**src/hw/rtl/spd_pkg.sv**
```systemverilog
// Shared constants, types and the sequencer program for the segment proximity block.
// No dependencies; used by spd_mac and segment_proximity_dedup_top.
package spd_pkg;

    localparam int COORD_BITS = 32;
    localparam int FIELD_W    = 32;
    localparam int RAD_W      = 16;
    localparam int CFG_IDX_W  = 3;
    localparam int DIFF_W     = COORD_BITS + 1;
    localparam int LIMB_W     = COORD_BITS + 1;
    localparam int WIDE_W     = 2 * LIMB_W;
    localparam int MUL_W      = (LIMB_W > 2 * RAD_W) ? LIMB_W : 2 * RAD_W;
    localparam int PROD_W     = 2 * MUL_W;
    localparam int ACC_W      = PROD_W + 2 * LIMB_W + 2;
    localparam int MAG_W      = ACC_W - 1;
    localparam int PC_W       = 6;

    localparam logic [RAD_W-1:0] RADIUS_RESET = 16'd20;

    // configuration register indexes
    localparam logic [CFG_IDX_W-1:0] REG_QAX    = 3'd0;
    localparam logic [CFG_IDX_W-1:0] REG_QAY    = 3'd1;
    localparam logic [CFG_IDX_W-1:0] REG_QAZ    = 3'd2;
    localparam logic [CFG_IDX_W-1:0] REG_QBX    = 3'd3;
    localparam logic [CFG_IDX_W-1:0] REG_QBY    = 3'd4;
    localparam logic [CFG_IDX_W-1:0] REG_QBZ    = 3'd5;
    localparam logic [CFG_IDX_W-1:0] REG_RADIUS = 3'd6;

    // micro-op kinds
    localparam logic [2:0] K_MAC    = 3'd0;
    localparam logic [2:0] K_STORE  = 3'd1;
    localparam logic [2:0] K_PBEGIN = 3'd2;
    localparam logic [2:0] K_CMPLIM = 3'd3;
    localparam logic [2:0] K_YMAX   = 3'd4;
    localparam logic [2:0] K_YSEL   = 3'd5;
    localparam logic [2:0] K_YFIN   = 3'd6;

    // multiplier operand sources
    localparam logic [4:0] S_V0  = 5'd0;
    localparam logic [4:0] S_V1  = 5'd1;
    localparam logic [4:0] S_V2  = 5'd2;
    localparam logic [4:0] S_DS0 = 5'd3;
    localparam logic [4:0] S_DS1 = 5'd4;
    localparam logic [4:0] S_DS2 = 5'd5;
    localparam logic [4:0] S_DE0 = 5'd6;
    localparam logic [4:0] S_DE1 = 5'd7;
    localparam logic [4:0] S_DE2 = 5'd8;
    localparam logic [4:0] S_T0L = 5'd9;
    localparam logic [4:0] S_T0H = 5'd10;
    localparam logic [4:0] S_T1L = 5'd11;
    localparam logic [4:0] S_T1H = 5'd12;
    localparam logic [4:0] S_T2L = 5'd13;
    localparam logic [4:0] S_T2H = 5'd14;
    localparam logic [4:0] S_YL  = 5'd15;
    localparam logic [4:0] S_YH  = 5'd16;
    localparam logic [4:0] S_L2L = 5'd17;
    localparam logic [4:0] S_L2H = 5'd18;
    localparam logic [4:0] S_R   = 5'd19;
    localparam logic [4:0] S_R2  = 5'd20;

    // store targets
    localparam logic [3:0] D_NONE = 4'd0;
    localparam logic [3:0] D_L2   = 4'd1;
    localparam logic [3:0] D_R2   = 4'd2;
    localparam logic [3:0] D_LIM  = 4'd3;
    localparam logic [3:0] D_T0   = 4'd4;
    localparam logic [3:0] D_T1   = 4'd5;
    localparam logic [3:0] D_T2   = 4'd6;
    localparam logic [3:0] D_C    = 4'd7;
    localparam logic [3:0] D_D1   = 4'd8;
    localparam logic [3:0] D_D2   = 4'd9;

    // product alignment in limbs
    localparam logic [1:0] SH0 = 2'd0;
    localparam logic [1:0] SH1 = 2'd1;
    localparam logic [1:0] SH2 = 2'd2;

    localparam logic [PC_W-1:0] PC_POINT = 6'd9;
    localparam logic [PC_W-1:0] PC_LAST  = 6'd47;

    typedef struct packed {
        logic [2:0] kind;
        logic [4:0] src_a;
        logic [4:0] src_b;
        logic [1:0] shift;
        logic       neg;
        logic [3:0] dest;
    } uop_t;

    typedef struct packed {
        logic             issue;
        logic             clr;
        logic [MUL_W-1:0] a;
        logic [MUL_W-1:0] b;
        logic             neg;
        logic [1:0]       shift;
    } mac_ctl_t;

    function automatic uop_t mk(input logic [2:0] kind, input logic [4:0] a,
                                input logic [4:0] b, input logic [1:0] sh,
                                input logic neg, input logic [3:0] dest);
        uop_t u;
        u.kind  = kind;
        u.src_a = a;
        u.src_b = b;
        u.shift = sh;
        u.neg   = neg;
        u.dest  = dest;
        return u;
    endfunction

    function automatic uop_t mac(input logic [4:0] a, input logic [4:0] b,
                                 input logic [1:0] sh, input logic neg);
        return mk(K_MAC, a, b, sh, neg, D_NONE);
    endfunction

    function automatic uop_t ctl(input logic [2:0] kind, input logic [3:0] dest);
        return mk(kind, S_V0, S_V0, SH0, 1'b0, dest);
    endfunction

    // Program: per-item setup, then the point test run once per query point.
    function automatic uop_t ucode(input logic [PC_W-1:0] pc);
        uop_t u;
        case (pc)
            6'd0:  u = mac(S_V0, S_V0, SH0, 1'b0);
            6'd1:  u = mac(S_V1, S_V1, SH0, 1'b0);
            6'd2:  u = mac(S_V2, S_V2, SH0, 1'b0);
            6'd3:  u = ctl(K_STORE, D_L2);
            6'd4:  u = mac(S_R, S_R, SH0, 1'b0);
            6'd5:  u = ctl(K_STORE, D_R2);
            6'd6:  u = mac(S_R2, S_L2L, SH0, 1'b0);
            6'd7:  u = mac(S_R2, S_L2H, SH1, 1'b0);
            6'd8:  u = ctl(K_STORE, D_LIM);
            6'd9:  u = ctl(K_PBEGIN, D_NONE);
            6'd10: u = mac(S_DS0, S_V1, SH0, 1'b0);
            6'd11: u = mac(S_DS1, S_V0, SH0, 1'b1);
            6'd12: u = ctl(K_STORE, D_T0);
            6'd13: u = mac(S_DS1, S_V2, SH0, 1'b0);
            6'd14: u = mac(S_DS2, S_V1, SH0, 1'b1);
            6'd15: u = ctl(K_STORE, D_T1);
            6'd16: u = mac(S_DS2, S_V0, SH0, 1'b0);
            6'd17: u = mac(S_DS0, S_V2, SH0, 1'b1);
            6'd18: u = ctl(K_STORE, D_T2);
            6'd19: u = mac(S_T0L, S_T0L, SH0, 1'b0);
            6'd20: u = mac(S_T0L, S_T0H, SH1, 1'b0);
            6'd21: u = mac(S_T0L, S_T0H, SH1, 1'b0);
            6'd22: u = mac(S_T0H, S_T0H, SH2, 1'b0);
            6'd23: u = mac(S_T1L, S_T1L, SH0, 1'b0);
            6'd24: u = mac(S_T1L, S_T1H, SH1, 1'b0);
            6'd25: u = mac(S_T1L, S_T1H, SH1, 1'b0);
            6'd26: u = mac(S_T1H, S_T1H, SH2, 1'b0);
            6'd27: u = mac(S_T2L, S_T2L, SH0, 1'b0);
            6'd28: u = mac(S_T2L, S_T2H, SH1, 1'b0);
            6'd29: u = mac(S_T2L, S_T2H, SH1, 1'b0);
            6'd30: u = mac(S_T2H, S_T2H, SH2, 1'b0);
            6'd31: u = ctl(K_STORE, D_C);
            6'd32: u = ctl(K_CMPLIM, D_NONE);
            6'd33: u = mac(S_DS0, S_V0, SH0, 1'b0);
            6'd34: u = mac(S_DS1, S_V1, SH0, 1'b0);
            6'd35: u = mac(S_DS2, S_V2, SH0, 1'b0);
            6'd36: u = ctl(K_STORE, D_D1);
            6'd37: u = mac(S_DE0, S_V0, SH0, 1'b0);
            6'd38: u = mac(S_DE1, S_V1, SH0, 1'b0);
            6'd39: u = mac(S_DE2, S_V2, SH0, 1'b0);
            6'd40: u = ctl(K_STORE, D_D2);
            6'd41: u = ctl(K_YMAX, D_NONE);
            6'd42: u = ctl(K_YSEL, D_NONE);
            6'd43: u = mac(S_YL, S_YL, SH0, 1'b0);
            6'd44: u = mac(S_YL, S_YH, SH1, 1'b0);
            6'd45: u = mac(S_YL, S_YH, SH1, 1'b0);
            6'd46: u = mac(S_YH, S_YH, SH2, 1'b0);
            6'd47: u = ctl(K_YFIN, D_NONE);
            default: u = ctl(K_YFIN, D_NONE);
        endcase
        return u;
    endfunction

    function automatic logic signed [DIFF_W-1:0] diff(input logic [COORD_BITS-1:0] a,
                                                      input logic [COORD_BITS-1:0] b);
        return $signed({a[COORD_BITS-1], a}) - $signed({b[COORD_BITS-1], b});
    endfunction

    // magnitude of a coordinate difference always fits COORD_BITS bits
    function automatic logic [COORD_BITS-1:0] dmag(input logic signed [DIFF_W-1:0] d);
        logic [DIFF_W-1:0] n;
        n = d[DIFF_W-1] ? (~d + 1'b1) : d;
        return n[COORD_BITS-1:0];
    endfunction

endpackage

```
**src/hw/rtl/spd_mac.sv**
```systemverilog
// Shared multiply-accumulate unit: one registered product, then a signed wide accumulate.
// Depends on spd_pkg.
module spd_mac (
    input  logic                                clk,
    input  logic                                rst_n,
    input  spd_pkg::mac_ctl_t                   ctl,
    output logic signed [spd_pkg::ACC_W-1:0]    acc,
    output logic                                pend
);

    logic [spd_pkg::PROD_W-1:0]       prod_reg;
    logic                             neg_reg;
    logic [1:0]                       shift_reg;
    logic                             pend_reg;
    logic signed [spd_pkg::ACC_W-1:0] acc_reg;
    logic signed [spd_pkg::ACC_W-1:0] acc_next;
    logic [spd_pkg::ACC_W-1:0]        term;

    always_ff @(posedge clk)
    begin
        if (ctl.issue)
        begin
            prod_reg  <= ctl.a * ctl.b;
            neg_reg   <= ctl.neg;
            shift_reg <= ctl.shift;
        end
    end

    always_comb
    begin
        case (shift_reg)
            spd_pkg::SH0: term = spd_pkg::ACC_W'(prod_reg);
            spd_pkg::SH1: term = spd_pkg::ACC_W'(prod_reg) << spd_pkg::LIMB_W;
            spd_pkg::SH2: term = spd_pkg::ACC_W'(prod_reg) << (2 * spd_pkg::LIMB_W);
            default:      term = '0;
        endcase
    end

    always_comb
    begin
        acc_next = acc_reg;
        if (ctl.clr)
            acc_next = '0;
        else if (pend_reg)
            acc_next = neg_reg ? (acc_reg - $signed(term)) : (acc_reg + $signed(term));
    end

    always_ff @(posedge clk or negedge rst_n)
    begin
        if (!rst_n)
        begin
            pend_reg <= 1'b0;
            acc_reg  <= '0;
        end
        else
        begin
            pend_reg <= ctl.issue;
            acc_reg  <= acc_next;
        end
    end

    assign acc  = acc_reg;
    assign pend = pend_reg;

endmodule

```
**config.mk**
```make
export PLATFORM = sky130hd
export DESIGN_NAME = spd_mac
export DESIGN_NICKNAME = d
export VERILOG_FILES = /design/src/hw/rtl/spd_pkg.sv /design/src/hw/rtl/spd_mac.sv
export SDC_FILE = /design/constraint.sdc
export NUM_CORES = 2
export LEC_CHECK = 0
export BUFFER_PORTS_ARGS = -buffer_cell sky130_fd_sc_hd__clkbuf_2
export CAP_MARGIN = 20
export CORE_MARGIN = 3
export CORE_UTILIZATION = 50
export CTS_CLUSTER_DIAMETER = 80
export DETAILED_ROUTE_END_ITERATION = 10
export HOLD_SLACK_MARGIN = 0.08
export PLACE_DENSITY = 0.72
export SYNTH_ARGS = -nofsm -noshare
export SYNTH_HDL_FRONTEND = slang
export SYNTH_SLANG_ARGS = --single-unit
```
**constraint.sdc**
```tcl
create_clock -name clk -period 7.6 [get_ports clk]
set_clock_uncertainty 0.05 [all_clocks]
set_input_delay 2.28 -clock clk [delete_from_list [all_inputs] [get_ports clk]]
set_output_delay 2.28 -clock clk [all_outputs]
set_load 0.01 [all_outputs]
```
* Yosys cells after proc, flatten, opt, wreduce, memory -nomap -nowiden *
Index checks and enable logic that the tools add are counted.

word-level totals
  bits in registers = 204
  input bits = 73
  output and inout bits = 135

operators by class
  add/subtract/negate cells = 2
  multipliers = 1
  eq/ne operators = 2
  multiplexer cells = 4
  reduce and logical (&&, ||, !) cells = 2

operators with widths
  operator                                       count
  2-to-1 mux 134 bit                             3
  case mux 132 bit (3 select lines)              1
  adder 134 bit                                  1
  subtractor 134 bit                             1
  multiplier 33 x 33 -> 66 bit                   1
  == test 2 x 1 -> 1 bit, second input constant  1
  == test 2 bit, second input constant           1
  zero test 2 bit                                1
  nonzero test 2 bit                             1

* Depth between registers and ports, before layout *
  depth after elaboration = 6
  gate-level depth with buffers = 34

* Least setup slack after synthesis *
Ideal clock, no wire load.

  kind = input to register
  start = in ctl[3] in the netlist's numbering
  end = reg prod_reg[58] in the netlist's numbering, data pin
  setup time = 0.260 ns
  arrival = 9.570 ns
  required time = 7.290 ns
  slack = -2.280 ns
  stages on the path = 28
  cells stage by stage = clkbuf_1 and2_1 fa_1 inv_1 fa_1 inv_1 fa_1 inv_1 fa_1 inv_1 fa_1 fa_1 fa_1 inv_1 fa_1 inv_1 ha_1 clkbuf_1 nand4_1 or3_1 o221ai_1 a211oi_1 or4_1 o211a_1 o41ai_4 a211o_1 a21oi_1 xnor2_1

between the ends
  cells in the longest elaborated chain, start to end = 1

RTL lines
  element                       line           text
  start: declaration            spd_mac.sv:6   input spd_pkg::mac_ctl_t ctl,
  multiplier 33 x 33 -> 66 bit  spd_mac.sv:23  prod_reg <= ctl.a * ctl.b;
  end signal: assignment        spd_mac.sv:23
  end: declaration              spd_mac.sv:11  logic [spd_pkg::PROD_W-1:0] prod_reg;

Every way passes these cells.
A chain may end at the register's enable or synchronous reset.

* Worst setup path after layout *
  start = in ctl[6] in the netlist's numbering
  end = reg prod_reg[58] in the netlist's numbering, data pin

The elaborated chain is that of the path after synthesis.

==> qor.yml <==
path_buf_inv: 9
grt_setup_unrepaired: "yes"
area_growth_pct: 15.4
yosysTopAreaCell: "fa_1"
crit_family: "adder cells"
gp_congestion: 1.03
post_dp_cell_area_mm2: 0.0630
cts_tree: "done"
cp-startpoint: "ctl[6]"
synth_area_leaders: "fa_1 34%, ha_1 8.8%, inv_1 7.1%, and2_1 6.6%, dfrtp_1 5.9%"
num_vias: 50800
ys_ff_latch: 204
relSlewSlack_pct: 26.7
path_max_fanout: 16
synthesis.instances: 6845
fin_area_mm2: 0.0657
vias_per_cell: 5.79
min_period_ns: 9.35
holdCritPathClass: "reg2reg"
hp-start: "acc[39]$_DFFE_PN0P_"
critical_path_class: "in2reg"
synthArstFlopShare_pct: 66.2
max-clock-path-buffers: 3
worstHoldPathCells: 2
tightest_slew_ns: 1.10
path_clk_slew_ns: 0.06
rows: 123
crit_end: "prod_reg[58]$_DFFE_PP_"
synth_top_area_share_pct: 33.7
crit_cells: 29
fmaxAchievable_ghz: 0.107
dieHeight_um: 343
synth_edf_count: 69
yosysUniqueCellTypes: 92
pin_count: 208
layout_common_cells: "1,036 x inv_1, 940 x fa_1, 845 x nand2_1, 562 x and2_1, 495 x buf_4"
utilization_pct: 58.2
finalCritPeriodShare_pct: 123
drtIter0Drc: 4248
grt_remaining_overflow: 0
grt_first_pass_wirelength_mm: 307
yosysSeqAreaShare_pct: 9.57
wl_mm: 198
ys.flop_type: "dfrtp_1"
drive_above_1_share_pct: 15.8
rr_worst_depth: 22
outcome: "finished, violations left"
nets: 8682
htree_levels: 1
clock_latency_ns: 0.58
ff2ff_setup_slack_ns: 0.24
r2r_start: "prod_reg[8]$_DFFE_PP_"
grt_usage_pct: 33.6
syn-num-nets: 8276
fin_hold_ws_ns: 0.484
drt_first_pass_iters: 6
violations: "negative setup slack"
finalHoldViolCount: 0
synth-warning-count: 0
cts-root-buf: "clkbuf_16"
worst_slack_ns: -1.75
port-buffer-count: 207
drv_cap: 0
die_area_mm2: 0.118
start_util_pct: 50.5
slew_violations: 0
routedWlPerCell_um: 22.6
syn_area_per_cell_um2: 8.32
cts_buffers: 23
die_x_um: 343
syn_area_mm2: 0.0569
startpoint_type: "input port"
worst_setup_path_end_kind: "flip-flop"
required_ns: 7.88
core_mm2: 0.113
grt_max_degree: 118
cts_sinks: 204
hpwlAfterDp_mm: 164
hold_buffers: 0
slowest_stage: "fa_2"
critical_path_arrival_ns: 9.64
critical-path-max-stage-delay_ns: 0.56
drc: 0
reg2reg_to: "acc[133]$_DFFE_PN0P_"
first_global_vias: 52300
setup_viol_count_final: 52
ant_nets: 0
final_common_cell: "inv_1"
cp_common_cell: "fa_1"
largest_reg_flops: 134
grt_antenna_before_repair: 6
==> stage by stage <==
step	setup slack, ns	setup TNS, ns	cells
global route	-1.94	-68.26	8770
detailed placement	-2.48	-95.81	8663
floorplan	-1.87	-52.11	6845
finish	-1.75	-58.46	8772
CTS	-1.73	-56.57	8743
global placement	-2.39	-91.04	8663
==> metal layers <==
metal / GRT usage, % / share of wire (%) / up-vias
met5: 0 / 0.019 / -
met4: 13.4 / 4.9 / 6
met3: 4.02 / 7.1 / 473
met2: 56.3 / 48 / 2170
met1: 44.4 / 40 / 25400
li1: - / - / 22700
==> kinds of logic after synthesis <==
group                      count (synthesis)  synth area share [%]
buffers and inverters                   1487                  9.91
DFF                                      204                  9.57
adders and majority gates               1358                  42.5
and+or+nand+nor                         2308                  19.7
muxes                                     87                  1.57
xor gates and xnor gates                 256                  3.94
AOI/OAI and AO/OA                       1145                  12.8
==> worst min-delay path, cell delays in order, from the launching register on <==
cell and delay [ns]:
dfrtp_1 0.38, nand2_1 0.05, o21ai_0 0.07
==> repair_timing <==
item                                    in CTS  in global routing
endpoints found under the setup margin      52                 56
pin swaps                                   94                125
resized for setup                          203                154
cloned                                       1                  1
setup buffers                               46                 32
==> synth_stat cells (all sizes together) (88+ instances only) <==
cell type	instances
a21oi	385
nand2	858
clkbuf	379
and2	601
inv	1073
dfrtp	135
ha	399
xnor2	125
xor2	131
a21o	116
nand4	88
nor3	99
nor2	398
o21ai	222
fa	959
==> how the worst min path moves through the flow <==
stage,end
4_1_cts,acc[39]$_DFFE_PN0P_
5_1_grt,acc[39]$_DFFE_PN0P_
6_report,acc[39]$_DFFE_PN0P_
3_5_place_dp,acc[99]$_DFFE_PN0P_
3_3_place_gp,acc[99]$_DFFE_PN0P_
2_1_floorplan,acc[100]$_DFFE_PN0P_
==> cell type report <==
type	count	area [um^2]
diodes	4	10.0
repair buffers	795	6350
well taps	1500	1880
multi-input cells	5154	47200
inverters	1073	4030
flip-flops and latches	204	5450
fillers	9985	47100
clock buffers	25	593
clock inverters	17	154
Power is not shown: default switching activity piles up to over one toggle a cycle in this logic, so the estimate is an artifact.
